File: config.mk
export PLATFORM = sky130hd
export DESIGN_NAME = smoothed_follower_heading
export DESIGN_NICKNAME = d
export VERILOG_FILES = /design/src/sv/sfh_pkg.sv /design/src/sv/sfh_cordic.sv /design/src/sv/smoothed_follower_heading.sv
export SDC_FILE = /design/constraint.sdc
export NUM_CORES = 2
export LEC_CHECK = 0
export BUFFER_PORTS_ARGS = -buffer_cell sky130_fd_sc_hd__buf_2
export CORE_MARGIN = 3
export CORE_UTILIZATION = 60
export CTS_CLUSTER_DIAMETER = 80
export DETAILED_ROUTE_END_ITERATION = 12
export PLACE_DENSITY = 0.81
export SETUP_SLACK_MARGIN = 0.02
export SLEW_MARGIN = 20
export SYNTH_ARGS = -nofsm -noshare
export SYNTH_HDL_FRONTEND = slang
export SYNTH_HIERARCHICAL = 1
export SYNTH_SLANG_ARGS = --single-unit
File: constraint.sdc
create_clock -name clk -period 9.04 [get_ports clk]
set_input_delay 0.904 -clock clk [delete_from_list [all_inputs] [get_ports clk]]
set_output_delay 0.904 -clock clk [all_outputs]
set_load 0.01 [all_outputs]
File: src/sv/sfh_pkg.sv
`default_nettype none
// ----------------------------------------------------------------------------
// sfh_pkg: shared types and constants for the smoothed follower heading block
// Holds the fixed field widths, the sequencer states, the control group that
// drives the CORDIC unit and the arctangent table of that unit.
// ----------------------------------------------------------------------------
package sfh_pkg;

	// Field widths fixed by the interface.
	localparam int COORD_W   = 24;
	localparam int HEADING_W = 16;
	localparam int RATE_W    = 17;
	localparam int APB_AW    = 3;
	localparam int APB_DW    = 32;

	// Internal datapath widths.
	localparam int STEP_W    = COORD_W + 1;
	localparam int PROD_W    = STEP_W + RATE_W + 1;
	localparam int CORDIC_W  = 48;
	localparam int CORDIC_SH = 20;
	localparam int ANGLE_W   = 32;
	localparam int TABLE_LEN = 24;
	localparam int IT_W      = 5;

	// Defaults for the top-level parameters.
	localparam int CORDIC_STEPS_DEF = 16;
	localparam int ANGLE_BITS_DEF   = 16;

	// Rate of 1.0 in Q1.16 and the reset weight of 0.3.
	localparam logic [RATE_W-1:0] RATE_ONE   = 17'd65536;
	localparam logic [RATE_W-1:0] RATE_RESET = 17'd19661;

	// Angles in units of one turn over 2^32.
	localparam logic [ANGLE_W-1:0] OFFSET_2PI_3 = 32'h5555_5555;
	localparam logic [ANGLE_W-1:0] HALF_TURN    = 32'h8000_0000;

	// Register index of the smoothing weight.
	localparam logic [APB_AW-3:0] REG_RATE = 1'b0;

	typedef enum logic [2:0] {
		S_IDLE,
		S_MULX,
		S_MULY,
		S_PREP,
		S_ROT,
		S_FIN
	} sfh_state_t;

	// Commands from the sequencer to the CORDIC unit.
	typedef struct packed {
		logic start;
		logic step;
	} sfh_cord_ctl_t;

	// arctan(2^-i) in units of one turn over 2^32.
	function automatic logic [ANGLE_W-1:0] sfh_arc(input logic [IT_W-1:0] i);
		logic [ANGLE_W-1:0] a;
		case (i)
			5'd0:    a = 32'h2000_0000;
			5'd1:    a = 32'h12E4_051E;
			5'd2:    a = 32'h09FB_385B;
			5'd3:    a = 32'h0511_11D4;
			5'd4:    a = 32'h028B_0D43;
			5'd5:    a = 32'h0145_D7E1;
			5'd6:    a = 32'h00A2_F61E;
			5'd7:    a = 32'h0051_7C55;
			5'd8:    a = 32'h0028_BE53;
			5'd9:    a = 32'h0014_5F2F;
			5'd10:   a = 32'h000A_2F98;
			5'd11:   a = 32'h0005_17CC;
			5'd12:   a = 32'h0002_8BE6;
			5'd13:   a = 32'h0001_45F3;
			5'd14:   a = 32'h0000_A2FA;
			5'd15:   a = 32'h0000_517D;
			5'd16:   a = 32'h0000_28BE;
			5'd17:   a = 32'h0000_145F;
			5'd18:   a = 32'h0000_0A30;
			5'd19:   a = 32'h0000_0518;
			5'd20:   a = 32'h0000_028C;
			5'd21:   a = 32'h0000_0146;
			5'd22:   a = 32'h0000_00A3;
			5'd23:   a = 32'h0000_0051;
			default: a = '0;
		endcase
		return a;
	endfunction

endpackage
`default_nettype wire

File: src/sv/sfh_cordic.sv
`default_nettype none
// ----------------------------------------------------------------------------
// sfh_cordic: iterative vectoring CORDIC
// One shift-add-compare stage reused once per cycle. A start command loads
// the step vector (turned by a half turn in the left half plane); each step
// command performs one micro-rotation and accumulates its arctangent.
// ----------------------------------------------------------------------------
module sfh_cordic #(
	parameter int CORDIC_STEPS = sfh_pkg::CORDIC_STEPS_DEF
) (
	input  logic                                 clk,
	input  logic                                 arst_n,
	input  sfh_pkg::sfh_cord_ctl_t               ctl,
	input  logic signed [sfh_pkg::STEP_W-1:0]    dx,
	input  logic signed [sfh_pkg::STEP_W-1:0]    dy,
	output logic [sfh_pkg::ANGLE_W-1:0]          angle,
	output logic                                 last
);
	import sfh_pkg::*;

	localparam int N_IT = (CORDIC_STEPS < TABLE_LEN) ? CORDIC_STEPS : TABLE_LEN;
	localparam logic [IT_W-1:0] LAST_IT = IT_W'(N_IT - 1);

	logic signed [CORDIC_W-1:0] x_q, y_q;
	logic [ANGLE_W-1:0]         z_q;
	logic [IT_W-1:0]            it_q;

	logic signed [CORDIC_W-1:0] x_ld, y_ld, xs, ys;

	// Scale the step vector up so the shifted terms keep their precision.
	assign x_ld = CORDIC_W'(dx) <<< CORDIC_SH;
	assign y_ld = CORDIC_W'(dy) <<< CORDIC_SH;

	// The shared barrel shifter.
	assign xs = x_q >>> it_q;
	assign ys = y_q >>> it_q;

	// Loop counter: iteration index and end of the rotation sweep.
	always_ff @(posedge clk or negedge arst_n) begin
		if (!arst_n) begin
			it_q <= '0;
		end else if (ctl.start) begin
			it_q <= '0;
		end else if (ctl.step) begin
			it_q <= it_q + 1'b1;
		end
	end

	// Rotation datapath.
	always_ff @(posedge clk) begin
		if (ctl.start) begin
			if (dx < 0) begin
				x_q <= -x_ld;
				y_q <= -y_ld;
				z_q <= HALF_TURN;
			end else begin
				x_q <= x_ld;
				y_q <= y_ld;
				z_q <= '0;
			end
		end else if (ctl.step) begin
			if (!y_q[CORDIC_W-1]) begin
				x_q <= x_q + ys;
				y_q <= y_q - xs;
				z_q <= z_q + sfh_arc(it_q);
			end else begin
				x_q <= x_q - ys;
				y_q <= y_q + xs;
				z_q <= z_q - sfh_arc(it_q);
			end
		end
	end

	assign angle = z_q;
	assign last  = (it_q == LAST_IT);

endmodule
`default_nettype wire

File: src/sv/smoothed_follower_heading.sv
`default_nettype none
// ----------------------------------------------------------------------------
// smoothed_follower_heading: exponential follower with CORDIC step heading
// Moves a stored position toward each target beat and reports the new
// position together with the heading of the step plus a third of a turn.
// ----------------------------------------------------------------------------
// A beat is accepted in S_IDLE and runs through S_MULX, S_MULY, S_PREP,
// S_ROT (one micro-rotation per CORDIC step, capped at 24 steps) and S_FIN
// before the next acceptance; S_PREP skips to S_FIN when the position does
// not move. The single 18x25 multiplier is used once per axis; the CORDIC
// stage does one micro-rotation per cycle. target_stall is high while an item is in
// work. The result sits in an output register, so a new target is accepted
// while the previous result still waits; a result that cannot leave holds
// the sequencer in its final state. The smoothing weight catch_up_rate is
// register 0 at byte address 0, unsigned Q1.16, saturating at 1.0.
// ----------------------------------------------------------------------------
module smoothed_follower_heading #(
	parameter int CORDIC_STEPS = sfh_pkg::CORDIC_STEPS_DEF,
	parameter int ANGLE_BITS   = sfh_pkg::ANGLE_BITS_DEF
) (
	input  logic                                  clk,
	input  logic                                  arst_n,
	// APB configuration port
	input  logic                                  psel,
	input  logic                                  penable,
	input  logic                                  pwrite,
	input  logic [sfh_pkg::APB_AW-1:0]            paddr,
	input  logic [sfh_pkg::APB_DW-1:0]            pwdata,
	output logic [sfh_pkg::APB_DW-1:0]            prdata,
	output logic                                  pready,
	// Target channel
	input  logic                                  target_valid,
	output logic                                  target_stall,
	input  logic signed [sfh_pkg::COORD_W-1:0]    target_x,
	input  logic signed [sfh_pkg::COORD_W-1:0]    target_y,
	// Result channel
	output logic                                  result_valid,
	input  logic                                  result_stall,
	output logic signed [sfh_pkg::COORD_W-1:0]    position_x,
	output logic signed [sfh_pkg::COORD_W-1:0]    position_y,
	output logic [sfh_pkg::HEADING_W-1:0]         heading
);
	import sfh_pkg::*;

	localparam int SHIFT = ANGLE_W - ANGLE_BITS;

	sfh_state_t state_q, state_d;

	logic [RATE_W-1:0]          rate_q, rate_sat;
	logic signed [COORD_W-1:0]  tx_q, ty_q, cur_x_q, cur_y_q;
	logic signed [PROD_W-1:0]   prod_q, prod_d, prod_rnd;
	logic signed [STEP_W-1:0]   diff, dx_q, dy_q, step_now;
	logic                       zero_q, zero_now;
	logic                       out_load;
	logic                       result_valid_q;
	logic signed [COORD_W-1:0]  position_x_q, position_y_q;
	logic [HEADING_W-1:0]       heading_q;
	logic signed [STEP_W-1:0]   nx, ny;
	logic [ANGLE_W-1:0]         z_used, z_full;
	logic [ANGLE_W:0]           z_rnd;
	logic [ANGLE_W-1:0]         h_wide;
	sfh_cord_ctl_t              cord_ctl;
	logic [ANGLE_W-1:0]         cord_angle;
	logic                       cord_last;
	logic                       cfg_wr;

	// Configuration register: the smoothing weight.
	assign pready = 1'b1;
	assign cfg_wr = psel && penable && pwrite && (paddr[APB_AW-1:2] == REG_RATE);

	always_ff @(posedge clk or negedge arst_n) begin
		if (!arst_n) begin
			rate_q <= RATE_RESET;
		end else if (cfg_wr) begin
			rate_q <= pwdata[RATE_W-1:0];
		end
	end

	assign prdata = (paddr[APB_AW-1:2] == REG_RATE) ? APB_DW'(rate_q) : '0;

	// Weights above 1.0 act as 1.0.
	assign rate_sat = (rate_q > RATE_ONE) ? RATE_ONE : rate_q;

	// Sequencer state register.
	always_ff @(posedge clk or negedge arst_n) begin
		if (!arst_n) begin
			state_q <= S_IDLE;
		end else begin
			state_q <= state_d;
		end
	end

	// Next state and control.
	always_comb begin
		state_d        = state_q;
		target_stall   = 1'b1;
		cord_ctl.start = 1'b0;
		cord_ctl.step  = 1'b0;
		out_load       = 1'b0;
		case (state_q)
			S_IDLE: begin
				target_stall = 1'b0;
				if (target_valid) begin
					state_d = S_MULX;
				end
			end
			S_MULX: begin
				state_d = S_MULY;
			end
			S_MULY: begin
				state_d = S_PREP;
			end
			S_PREP: begin
				cord_ctl.start = 1'b1;
				state_d = zero_now ? S_FIN : S_ROT;
			end
			S_ROT: begin
				cord_ctl.step = 1'b1;
				if (cord_last) begin
					state_d = S_FIN;
				end
			end
			S_FIN: begin
				if (!result_valid_q || !result_stall) begin
					out_load = 1'b1;
					state_d  = S_IDLE;
				end
			end
			default: begin
				state_d = S_IDLE;
			end
		endcase
	end

	// Shared multiplier: r * (target - old) for x, then for y.
	assign diff = (state_q == S_MULY)
		? (STEP_W'(ty_q) - STEP_W'(cur_y_q))
		: (STEP_W'(tx_q) - STEP_W'(cur_x_q));
	assign prod_d = $signed({1'b0, rate_sat}) * diff;

	// The step is the product, in Q.16, rounded half up to whole units (Q25.0).
	assign prod_rnd = prod_q + PROD_W'(32768);
	assign step_now = prod_rnd[STEP_W+15:16];
	assign zero_now = (dx_q == '0) && (step_now == '0);

	// Item registers: captured target, product and step vector.
	always_ff @(posedge clk) begin
		if (state_q == S_IDLE && target_valid) begin
			tx_q <= target_x;
			ty_q <= target_y;
		end
		if (state_q == S_MULX || state_q == S_MULY) begin
			prod_q <= prod_d;
		end
		if (state_q == S_MULY) begin
			dx_q <= step_now;
		end
		if (state_q == S_PREP) begin
			dy_q   <= step_now;
			zero_q <= zero_now;
		end
	end

	sfh_cordic #(
		.CORDIC_STEPS(CORDIC_STEPS)
	) u_cordic (
		.clk   (clk),
		.arst_n(arst_n),
		.ctl   (cord_ctl),
		.dx    (dx_q),
		.dy    (step_now),
		.angle (cord_angle),
		.last  (cord_last)
	);

	// New position and heading, rounded half up to ANGLE_BITS.
	assign nx     = STEP_W'(cur_x_q) + dx_q;
	assign ny     = STEP_W'(cur_y_q) + dy_q;
	assign z_used = zero_q ? '0 : cord_angle;
	assign z_full = z_used + OFFSET_2PI_3;
	assign z_rnd  = {1'b0, z_full} + ((ANGLE_W + 1)'(1) << (SHIFT - 1));
	assign h_wide = ANGLE_W'(z_rnd[ANGLE_W-1:SHIFT]);

	// Follower position.
	always_ff @(posedge clk or negedge arst_n) begin
		if (!arst_n) begin
			cur_x_q <= '0;
			cur_y_q <= '0;
		end else if (out_load) begin
			cur_x_q <= nx[COORD_W-1:0];
			cur_y_q <= ny[COORD_W-1:0];
		end
	end

	// Output register.
	always_ff @(posedge clk or negedge arst_n) begin
		if (!arst_n) begin
			result_valid_q <= 1'b0;
		end else if (out_load) begin
			result_valid_q <= 1'b1;
		end else if (!result_stall) begin
			result_valid_q <= 1'b0;
		end
	end

	always_ff @(posedge clk) begin
		if (out_load) begin
			position_x_q <= nx[COORD_W-1:0];
			position_y_q <= ny[COORD_W-1:0];
			heading_q    <= h_wide[HEADING_W-1:0];
		end
	end

	assign result_valid = result_valid_q;
	assign position_x   = position_x_q;
	assign position_y   = position_y_q;
	assign heading      = heading_q;

	// An accepted beat always starts the multiply phase.
	a_accept_starts: assert property (@(posedge clk) disable iff (!arst_n)
		target_valid && !target_stall |=> state_q == S_MULX)
		else $error("accepted target did not start the multiply phase");

	// The stored position follows the delivered result.
	a_pos_tracks: assert property (@(posedge clk) disable iff (!arst_n)
		out_load |=> cur_x_q == position_x && cur_y_q == position_y && result_valid)
		else $error("stored position differs from the result just loaded");

	// A waiting result is never overwritten.
	a_no_overwrite: assert property (@(posedge clk) disable iff (!arst_n)
		out_load |-> !result_valid_q || !result_stall)
		else $error("result register loaded while its beat was stalled");

	// The rotation phase ends only through the final state.
	a_rot_exit: assert property (@(posedge clk) disable iff (!arst_n)
		state_q == S_ROT && cord_last |=> state_q == S_FIN)
		else $error("rotation sweep did not end in the final state");

endmodule
`default_nettype wire

==> flow_metrics.tcl <==
set metrics [dict create \
    synth_top_family_by_area "adder cells" \
    fp.dieW_um 300 \
    setup_viol 0 \
    fin_crit_sh_pct 95.9 \
    grt_pass1_wl_um 251000 \
    wl_per_cell_um 23.6 \
    yosys_most_used_dff "edfxtp_1" \
    cts_made_buffers 48 \
    path_class "reg2reg" \
    portBuffers 155 \
    min_path_type "in2async" \
    ios 189 \
    synth-compound-area-share_pct 14.9 \
    crit_path_top_delay_cell "fa_1" \
    outcome "finished clean" \
    synth_top_area_share_pct 18.3 \
    synth_area_um2 51900 \
    place.gp.congestion 1.07 \
    nets 6578 \
    arrival_ns 9.02 \
    synthXorXnorAreaFrac_pct 7.08 \
    core-area_um2 85500 \
    tns_ns 0 \
    h-tree-depth 2 \
    synthTopCellsByArea "edfxtp_1, fa_1, ha_1, mux4_2, xnor2_1" \
    initial_core_util_pct 60.7 \
    dieArea_um2 90100 \
    yosys.area_share.adder_pct 23.7 \
    synthDistinctLibCells 120 \
    area_growth_pct 7.47 \
    cts-hold-fix-buffers 0 \
    hold_violations 0 \
    syn_avg_cell_area_um2 9.17 \
    drt-total-wl_um 164000 \
    cp-end-kind "flip-flop" \
    routed-via-count 44817 \
    period_minus_slack_ns 8.67 \
    grt_max_degree 82 \
    critPathLaunchType "flip-flop" \
    synth_common_cells "inv_1, nand2_1, nor2_1, fa_1, ha_1" \
    fillers 6809 \
    cts_sinks 390 \
    muxShareOfSynthArea_pct 9.97 \
    synth_edf_count 316 \
    fmax_mhz 115 \
    crit_required_ns 9.39 \
    slowest_delay_ns 0.57 \
    relSlewSlack_pct 27.6 \
    worstMarginPinSlew_ns 1.08 \
    insertion_delay_ns 0.63 \
    slew_violations 0 \
    synth_top_area_cell "edfxtp_1" \
    hold_slack_ns 0.0861 \
    firstDrtPassIters 6 \
    postPlaceCellArea_um2 54000 \
    drv_cap 0 \
    rsz0062_at_grt "no" \
    dpl_worst_slack_ns 0.140 \
    viasPerCell 6.46 \
    async_flop_share_pct 19.0 \
    grt_overflow 0 \
    design_area_um2 55800 \
    yosys.area_share.simple_pct 15.4 \
    cts_max_path_buffers 3 \
    cts_root_buf "clkbuf_16" \
    worstPathMaxFanout 10 \
    skew_ns 0.0220 \
    die_h_um 300 \
    ys_seq_elements 390 \
    first_global_vias 43855 \
    crit_path_frequent_cell "fa_1" \
    yosys_warnings 6 \
    path_clk_slew_ns 0.07 \
    ys_seq_area_share_pct 21.9 \
    dr.first_iter.drc_count 5464 \
    hpwl_um 127000 \
    ant_nets 0 \
    cts_tree "done" \
    grt_antenna_before_repair 6 \
    post-synth-top-count-cell "inv_1" \
    multi_input_area_um2 37100 \
    synth_cells 5660 \
    fin_ws_ns 0.368 \
    fp-row-count 107 \
    drive_above_1_share_pct 12.1 \
    grtUsageTotal_pct 35.9 \
    r2r_cells 34 \
    area.sequential_um2 11400 \
    drc_errors 0 \
]
metrics by stage:
| step | util, % | std cells |
|---|---|---|
| floorplan | - | 5674 |
| finish | 65.2 | 6933 |
| CTS | 65.1 | 6927 |
| detailed placement | 63.1 | 6839 |
| global route | 65.2 | 6931 |
| global placement | 63.1 | 6839 |
flip-flops by register name, indices dropped and copies added (netlist names), 3 cells and up:
name,cells
rate_q,17
cur_y_q,24
dx_q,25
u_cordic/it_q,5
u_cordic/y_q,48
tx_q,24
prod_q,26
position_x,24
position_y,24
dy_q,24
u_cordic/angle,32
cur_x_q,24
heading,16
ty_q,24
u_cordic/x_q,48
state_q,3
final timing paths:
check	startpoint	end	slack, ns
max reg2reg	cur_x_q[0]	prod_q[40]	0.37
min reg2reg	cur_x_q[1]	cur_x_q[1]	0.55
max	cur_x_q[0]	prod_q[40]	0.37
min	arst_n	rate_q[12]	0.09
min in group clk	target_y[9]	ty_q[9]	0.46
max in group asynchronous	arst_n	u_cordic/it_q[4]	7.66
worst max-delay path: cells and delay by family, from the launching register on:
family | cells | cell delay (ns)
adders and majority gates | 9 | 4.02
AOI/OAI and AO/OA | 15 | 3.08
DFF | 1 | 0.44
buffers and inverters | 6 | 0.44
xor gates and xnor gates | 2 | 0.24
and+or+nand+nor | 2 | 0.17
cell type report:
type | instances | share of cell area (%)
Tap cell | 1144 | 2.56
Multi-Input combinational cell | 4397 | 66.5
Inverter | 624 | 4.20
Timing Repair Buffer | 288 | 3.35
Sequential cell | 390 | 20.4
Antenna cell | 2 | 0.00897
Clock buffer | 57 | 2.29
Clock inverter | 31 | 0.749
metal layers:
metal	track usage [%]	part of all wire [%]
met1	46.4	38
met2	56.6	45
met3	7.57	11
met4	19.5	6.7
met5	0	0.018
cell usage in the layout, fill, tap and decap left out, types with 20 or more instances in the layout:
cell,instances
nor2_1,520
or3_1,32
dfrtp_1,59
o211ai_1,29
a21o_1,110
nor3_1,74
nor4_1,27
buf_4,127
nand4_1,32
and2_1,68
nand3_1,77
xor2_1,146
o21a_1,54
o21bai_1,35
inv_1,614
fa_1,403
mux2i_1,144
and3_1,42
or2_2,21
a31oi_1,48
buf_2,154
edfxtp_1,316
nand2b_1,83
clkbuf_16,49
o31ai_1,32
a21oi_1,270
mux4_2,128
nor2b_1,69
o22ai_1,49
xnor2_1,274
mux2_2,68
a211oi_1,42
o21ai_1,20
ha_1,335
o21ai_0,241
nand2_1,551
kinds of logic after synthesis:
kind of cell / after synthesis
and+or+nand+nor: 1702
AOI/OAI and AO/OA: 1169
buffers and inverters: 887
adders and majority gates: 743
xor gates and xnor gates: 420
DFF: 390
muxes: 347
other: 2
what timing repair did:
item                                    4_1_cts  5_1_grt
setup buffers                                 0        3
endpoints found under the hold margin         0        0
endpoints found under the setup margin        0        9
resized for setup                             0       23
Power is left out: the tool's default activity adds up to more than one toggle a clock period on the data nets, which glitch-free logic cannot reach.
